**src/rtl/tpa_pkg.sv**
```systemverilog
// Package with shared constants and types for the tanh core.
package tpa_pkg;
	localparam int IN_FRAC_BITS_DEF = 12;
	localparam int OUT_FRAC_BITS_DEF = 14;
	localparam int WORK_FRAC = 12;
	localparam logic [16:0] MAG_LIMIT = 17'd16384;
	localparam int X2_W = 21;
	localparam int POLY_W = 37;
	localparam int NUM_W = 49;
	localparam int DEN_W = 49;
	localparam logic [POLY_W-1:0] C_N1 = POLY_W'(64'd378 << 16);
	localparam logic [POLY_W-1:0] C_N2 = POLY_W'(64'd17325 << 16);
	localparam logic [POLY_W-1:0] C_N3 = POLY_W'(64'd135135 << 16);
	localparam logic [POLY_W-1:0] C_D1 = POLY_W'(64'd3150 << 16);
	localparam logic [POLY_W-1:0] C_D2 = POLY_W'(64'd62370 << 16);
	localparam logic [POLY_W-1:0] C_D3 = POLY_W'(64'd135135 << 16);
	localparam logic [POLY_W-1:0] C_28 = POLY_W'(28);

	typedef struct packed {
		logic valid;
		logic neg;
	} ctl_t;
endpackage

```
**src/rtl/tpa_div_cell.sv**
```systemverilog
// One restoring division cell: produces one quotient bit per stage.
module tpa_div_cell #(
	parameter int Q_W = 16
) (
	input  logic clk,
	input  logic arst_n,
	input  tpa_pkg::ctl_t ctl_in,
	input  logic [tpa_pkg::DEN_W:0] rem_in,
	input  logic [tpa_pkg::DEN_W-1:0] den_in,
	input  logic [Q_W-1:0] q_in,
	output tpa_pkg::ctl_t ctl_out,
	output logic [tpa_pkg::DEN_W:0] rem_out,
	output logic [tpa_pkg::DEN_W-1:0] den_out,
	output logic [Q_W-1:0] q_out
);
	logic [tpa_pkg::DEN_W+1:0] sh;
	logic ge;
	logic [tpa_pkg::DEN_W+1:0] diff;

	always_comb begin
		sh = {rem_in, 1'b0};
		diff = sh - {2'b0, den_in};
		ge = (sh >= {2'b0, den_in});
	end

	always_ff @(posedge clk or negedge arst_n) begin
		if (!arst_n) begin
			ctl_out <= '0;
		end else begin
			ctl_out <= ctl_in;
		end
	end

	always_ff @(posedge clk) begin
		rem_out <= ge ? diff[tpa_pkg::DEN_W:0] : sh[tpa_pkg::DEN_W:0];
		den_out <= den_in;
		q_out <= {q_in[Q_W-2:0], ge};
	end
endmodule

```
**config.mk**
```make
export PLATFORM = sky130hd
export DESIGN_NAME = tpa_div_cell
export DESIGN_NICKNAME = d
export VERILOG_FILES = /design/src/rtl/tpa_pkg.sv /design/src/rtl/tpa_div_cell.sv
export SDC_FILE = /design/constraint.sdc
export NUM_CORES = 1
export LEC_CHECK = 0
export BUFFER_PORTS_ARGS = -buffer_cell sky130_fd_sc_hd__buf_2
export CORE_UTILIZATION = 50
export CTS_CLUSTER_SIZE = 14
export DETAILED_ROUTE_END_ITERATION = 10
export PLACE_DENSITY = 0.86
export SLEW_MARGIN = 20
export SYNTH_ARGS = -nofsm -noshare
export SYNTH_HDL_FRONTEND = slang
export SYNTH_SLANG_ARGS = --single-unit
```
**constraint.sdc**
```tcl
create_clock -name clk -period 0.8 [get_ports clk]
set_input_delay 0.12 -clock clk [delete_from_list [all_inputs] [get_ports clk]]
set_output_delay 0.12 -clock clk [all_outputs]
set_load 0.01 [all_outputs]
```
==> results of run 1 <==
==> metrics by stage <==
step | utilization | area, sq um | TNS (ns) | std cells | hold slack [ns]
after global placement | 0.743 | 9380 | -89.66 | 1248 | -0.0922
after detailed placement | 0.743 | 9380 | -94.11 | 1248 | -0.0904
after floorplan | - | 6760 | -83.24 | 679 | -0.176
after CTS | 0.950 | 12000 | -87.76 | 1410 | 0.00250
==> kinds of logic after synthesis <==
kind of cell    Yosys count  share of synthesized area
compound gates          190                      0.197
flops                   117                      0.363
simple gates            150                      0.120
xor+xnor                 41                     0.0555
fa+ha+maj                50                     0.0978
buf+inv                  87                     0.0653
mux                      44                      0.102
==> timing repair <==
item,CTS
pin swaps,33
cloned,3
buffers inserted,22
hold buffers,105
endpoints found under the hold margin,106
endpoints found under the setup margin,168
resized for setup,155
==> metrics, run 1 <==
Post-Syn Nets=about 850; pre-CTS setup slack=-1.88 ns; outcome=aborted with a tool error; Distinct cells, synth=66; Placer Congestion=0.936; grt repair worst endpoint=rem_out[20]$_DFF_P_/D; hpwl dp=approximately 16000 microns; CTS max path bufs=2; mapped cell area=between 6000 and 7000 sq um; asr flop ratio synth=0.0171; Die H=approximately 120 microns; IO Pins=between 200 and 250; YS warnings=0; CTS Root Cell=clkbuf_16; CTS Sinks=117; ys flop type=dfxtp_1; post-synth top area cell=dfxtp_1; largest net degree at the start of global routing=23; Site Rows=41; sequential share of the synthesized area=0.363; Initial Util=0.513; Run Error=[ERROR DPL-0038] Utilization greater than 100%, impossible to legalize; WEP type=register input; synth top area cells=dfxtp_1, mux2_4, ha_1, a21oi_1, inv_1; failing step=global routing; input/output buffers=234; Mapped Avg Cell Area=9.54 sq um; most common cell in the netlist=dfxtp_1; Die Width=116 microns; top cells by count, synth=dfxtp_1, inv_1, a21oi_1; Synth top area share=0.356; CTS H-tree lvls=4; Post-synth EDFFs=0; TritonCTS buffer count=17; Post-Synthesis Cells=679; FF+latch count, synth=between 100 and 150
==> run 2, diff against run 1 <==
Settings changed: CORE_UTILIZATION 50 to 40, CTS_CLUSTER_SIZE 14 to default, PLACE_DENSITY 0.86 to default, PLACE_DENSITY_LB_ADDON from default to 0.15.
==> run 2 against run 1 <==
Net effect: synthesized area unchanged; the flow now finishes, with violations (setup timing); synthesized cell count unchanged.
==> metrics, run 2 <==
share of cells above drive strength 1=0.578; Largest delay share family, worst path=compound AO/OA/AOI/OAI gates; asr flop ratio synth=0.0171 (unchanged); met2 GRT Util=0.502; clock network power share=0.346; clock-pin slew of the registers on the worst-case setup and hold paths=0.06 ns; IO Pins=236 (unchanged); failing checks=setup timing; Multi-input gate area=~4500 sq um; worst-path cell chain=buf_8 > inv_4 > ha_4 > a211oi_4 > o211ai_4 > a31oi_4 > a2111o_1 > a21oi_4 > o21ai_2 > and2_4 > clkbuf_16 > mux2_4; fin crit period=2.18 ns; Site Rows=46 (+12%); top cells by count, synth=dfxtp_1, inv_1, a21oi_1; largest net degree at the start of global routing=17; Die Area=16700 sq um; Pwr Total=23.6 mW; Layout area overhead=94.0%; Routed Wire Length=24800 microns; initial antenna violation count=1; Critical Path End Type=register; crit path kind=input pin to register; Largest register FFs=50; most common cell in the netlist=dfxtp_1; leakage=5.86 nW; Int Power=roughly 16 mW; P_sw=7.10 mW; Sequential Area=2430 sq um; Max-slew headroom=0.642; ys flop type=dfxtp_1; DRC=0; Final Hold Fails=0; via/cell ratio=around 5.0; Tightest Pin Transition=0.531 ns; CTS H-tree lvls=4 (unchanged); Post-Syn Nets=848 (unchanged); Placer Congestion=0.895 (-4.5%); first-pass GRT wire length=35300 microns; Post-synth EDFFs=0 (unchanged); Worst Hold Class=input pin to register; YS warnings=0 (unchanged); most frequent cells in the layout=buf_4, buf_2, dlygate4sd3_1; Sw Ratio=0.301; outcome=complete, but fails checks; worst vdd ir=1.48 mV; Placed Cells=1287 (+3.1%); unrepaired setup endpoints after global routing=yes; hold_sp=rem_in[46]; TritonCTS buffer count=17 (unchanged); vias in the first global route=7272; Worst EP required=between 1 and 1.5 ns; Finished Layout Cells=~1500; Vias=7309; mapped cell area=6470 sq um (unchanged); fin crit share=2.73; Post-Synthesis Cells=679 (unchanged); cell area power density=around 1900 nW/um^2; CTS max path bufs=2 (unchanged); drt pass-1 iters=5; TritonCTS clock tree=built; gr usage total=0.272; Synth top area share=0.356 (unchanged); DR iter-0 viols=417; Mapped Avg Cell Area=9.54 sq um (unchanged); input/output buffers=234 (unchanged); filler instances=~1000; CTS Root Cell=clkbuf_16; Slowest-stage cell, CP=a211oi_4; Routed wire per std cell=17.1 microns; grt ovf=0; Max Cap Viol=0; Worst Path Max Fanout=7; Max Clk Rate=0.458 GHz; Initial Util=0.409 (-0.104); routing usage on met1=0.304; crit path launch type=input pin; synth top area cells=dfxtp_1, mux2_4, ha_1, a21oi_1, inv_1; nets=1392; Setup-failing EPs final=168; Sum Neg Setup Slack=-88.18 ns; post-synth top area cell=dfxtp_1; Largest Register=rem_out; Slew Limit Fails=0; Critical path origin=den_in[8]; Max stage delay on crit path=0.31 ns; GR peak layer=met2; Die H=129 microns (+12%); core area=15800 sq um; Comb power frac=0.356; Final ANT Viol Nets=0; Regs by FF count=rem_out (50), den_out (49), q_out (16); FF+latch count, synth=117 (unchanged); share of power burned in registers=0.298; Bufs and invs on worst path=3; CTS Sinks=117 (unchanged); hpwl dp=15200 microns (-3.3%); sequential share of the synthesized area=0.363 (unchanged); Distinct cells, synth=66 (unchanged); most common cell after layout, fill and taps aside=buf_4; Die Width=129 microns (+12%); final worst slack=-1.38 ns; WP data arrival=between 2 and 3 ns; M3 GR Usage=0.0562
## run 2: cell counts after synthesis
Identical to the previous run, type by type.
## run 2: power groups by stage
stage / sequential (mW) / clock, mW / combinational, mW
floorplan: 7.32 / 0 / 3.22
global placement: 6.89 / 0 / 6.33
detailed placement: 6.89 / 0 / 6.41
CTS: 6.85 / 8.18 / 7.51
global route: 7.07 / 8.50 / 8.97
finish: 7.01 / 8.17 / 8.39
## run 2: stage by stage
stage	utilization	cell area [sq um]	worst slack [ns]	hold slack, ns
floorplan	-	6760	-1.67	-0.176
CTS	0.748	11800	-1.35	-0.144
finish	0.794	12600	-1.38	0.0243
global route	0.794	12600	-1.45	0.0231
global placement	0.595	9420	-1.85	-0.0843
detailed placement	0.595	9420	-1.93	-0.0853
## run 2: layout make-up
type / instances / area share
Sequential cell: 117 / 0.193
Multi-Input combinational cell: 475 / 0.358
Clock buffer: 17 / 0.0339
Clock inverter: 15 / 0.0157
Timing Repair Buffer: 552 / 0.357
Antenna cell: 1 / 0.000199
Inverter: 60 / 0.0203
Tap cell: 216 / 0.0215
## run 2: path summary, 6_finish.rpt
path                                         to  slack [ns]  depth (start not counted)
max                         rem_out[16]$_DFF_P_       -1.38                         12
min                         rem_out[47]$_DFF_P_        0.02                          3
max in group asynchronous  ctl_out[1]$_DFF_PN0_        0.65                          2
min in group asynchronous  ctl_out[0]$_DFF_PN0_        0.03                          2
## run 2: logic make-up (layout without fill, tap and decap cells)
logic type                 Yosys count  after routing  synth area share
DFF                                117            117             0.363
and+or+nand+nor                    150            150             0.120
AOI/OAI and AO/OA                  190            190             0.197
adders and majority gates           50             50            0.0978
muxes                               44             44             0.102
xor gates and xnor gates            41             41            0.0555
other                                0              1                 0
buffers and inverters               87            644            0.0653
## run 2: worst min-delay path: cells and delay by family
| kind | cells | cell delay (ns) |
|---|---|---|
| buffers and inverters | 1 | 0.11 |
| and+or+nand+nor | 1 | 0.09 |
| AOI/OAI and AO/OA | 1 | 0.09 |
## run 2: what timing repair did
| item | in CTS | in global routing |
|---|---|---|
| endpoints found under the setup margin | 168 | 168 |
| hold buffers | 108 | 1 |
| resized for setup | 137 | 151 |
| setup buffers | 10 | 15 |
| pin swaps | 54 | 28 |
| endpoints found under the hold margin | 110 | 1 |
| cloned | 1 | 2 |
## run 2: per-layer routing
| layer | share of wire | up-vias |
|---|---|---|
| met5 | 0 | - |
| met4 | 0.036 | 0 |
| met3 | 0.051 | 64 |
| met2 | 0.52 | 271 |
| met1 | 0.39 | 3444 |
| li1 | - | 3530 |
(Power assumes the default switching activity.)
==> run 3, diff against run 2 <==
Settings changed: RECOVER_POWER from default to 50.
==> run 3 against run 2 <==
Net effect: the flow still finishes with violations (setup timing); worst setup slack is essentially flat; combinational power about the same; hold slack about the same; critical path depth is the same; count of clock-buffer cells in the layout unchanged; via count hardly changed; global-route usage stayed put; non-clock buffer count unchanged; final area about the same; routed wire length about the same; first-iteration DRC count decreased by 0.72%; fmax about the same; largest cell class unchanged; highest routed layer unchanged.
==> metrics, run 3 (synthesized netlist as in run 2, its figures left out) <==
gr usage total=0.272 (unchanged); WP data arrival=2.50 ns (about the same); Die Area=16700 sq um (unchanged); DR iter-0 viols=414 (-0.72%); Routed wire per std cell=17.1 microns (about the same); input/output buffers=234 (unchanged); area post-placement=9420 sq um (unchanged); Critical Path End Type=register; Die Width=129 microns (unchanged); clock-pin slew of the registers on the worst-case setup and hold paths=0.06 ns (about the same); DRC=0 (unchanged); Worst Path Max Fanout=7 (unchanged); worst-path cell chain=buf_8 > inv_4 > ha_4 > a211oi_4 > o211ai_4 > a31oi_4 > a2111o_1 > a21oi_4 > o21ai_2 > and2_4 > clkbuf_16 > mux2_4; TritonCTS buffer count=17 (unchanged); Site Rows=46 (unchanged); IO Pins=236 (unchanged); CTS max path bufs=2 (unchanged); hpwl dp=15200 microns (unchanged); via/cell ratio=5.03 (about the same); drt pass-1 iters=5 (unchanged); Largest Register=rem_out; Setup-failing EPs final=168 (unchanged); Worst Hold Class=input pin to register; cell area power density=1880 nW/um^2 (about the same); Layout area overhead=94.0% (about the same); fin area=12600 sq um (about the same); Final Hold Fails=0 (unchanged); Vias=7307 (-0.027%); Util after Layout=0.794 (about the same); CTS Sinks=117 (unchanged); vias in the first global route=7272 (unchanged); CTS H-tree lvls=4 (unchanged); Routed Wire Length=24800 microns (about the same); TritonCTS clock tree=built; crit path kind=input pin to register; Tightest Pin Transition=0.531 ns (unchanged); Regs by FF count=rem_out (50), den_out (49), q_out (16); Slowest-stage cell, CP=a211oi_4; Final ANT Viol Nets=0 (unchanged); CTS Root Cell=clkbuf_16; Finished Layout Cells=1453 (unchanged); Max Cap Viol=0 (unchanged); Max stage delay on crit path=0.31 ns (about the same); core area=15800 sq um (unchanged); Initial Util=0.409 (unchanged); final worst slack=-1.38 ns (-0.0000100 ns); grt ovf=0 (unchanged); largest net degree at the start of global routing=17 (unchanged); share of cells above drive strength 1=0.576 (-0.00243); most frequent cells in the layout=buf_4, buf_2, dlygate4sd3_1; Largest register FFs=50 (unchanged); Hold Slack=0.0243 ns (-0.0000272 ns); Max Clk Rate=0.458 GHz (about the same); unrepaired setup endpoints after global routing=yes; Largest delay share family, worst path=compound AO/OA/AOI/OAI gates; most common cell after layout, fill and taps aside=buf_4; crit path launch type=input pin; first-pass GRT wire length=35300 microns (unchanged); leakage=5.85 nW (-0.14%); fin crit share=2.73 (about the same); pre-CTS setup slack=-1.93 ns (unchanged); Sum Neg Setup Slack=-88.18 ns (+0.00130 ns); fin crit period=2.18 ns (+0.0000100 ns); Pwr Total=23.6 mW (about the same); worst vdd ir=1.48 mV (about the same); Max-slew headroom=0.642 (unchanged); Slew Limit Fails=0 (unchanged); Placed Cells=1287 (unchanged); initial antenna violation count=1 (unchanged); Die H=129 microns (unchanged); Placer Congestion=0.895 (unchanged); Bufs and invs on worst path=3 (unchanged); failing checks=setup timing; outcome=complete, but fails checks; nets=1392 (unchanged); Worst EP required=1.11 ns (about the same)
-- run 3: cell count changes in the layout (fill, tap and decap cells not counted) --
cell and change:
buf_2 -3, clkbuf_1 +3
-- run 3: routing by layer --
metal / vias to the layer above / GRT usage / wire length (microns)
met4: 0 / 0.109 / 884
met1: 3442 / 0.304 / 9770
met2: 271 / 0.502 / 12900
li1: 3530 / - / -
met3: 64 / 0.0562 / 1280
met5: - / 0 / 0
-- run 3: repair_timing --
item                       4_1_cts  5_1_grt
gates resized for setup        137      151
setup endpoints to repair      168      168
hold buffers                   108        1
cloned                           1        2
setup buffers                   10       15
pin swaps                       54       28
hold endpoints to repair       110        1
-- run 3: layout make-up --
cell class              count  area [sq um]
multi-input cells         475          4500
repair buffers            552          4480
fillers                   974          3270
flip-flops and latches    117          2430
clock buffers              17           425
well taps                 216           270
inverters                  60           255
clock inverters            15           198
diodes                      1          2.50
-- run 3: final timing paths --
check	cells after the start	start	endpoint
max	12	den_in[8]	rem_out[16]$_DFF_P_
min	3	rem_in[46]	rem_out[47]$_DFF_P_
max in group asynchronous	2	arst_n	ctl_out[1]$_DFF_PN0_
min in group asynchronous	2	arst_n	ctl_out[0]$_DFF_PN0_
-- run 3: power breakdown --
group	switching (mW)	leakage, nW	internal (mW)
Combinational	3.60	4.56	4.79
Sequential	0.319	0.994	6.69
Clock	3.18	0.298	4.99
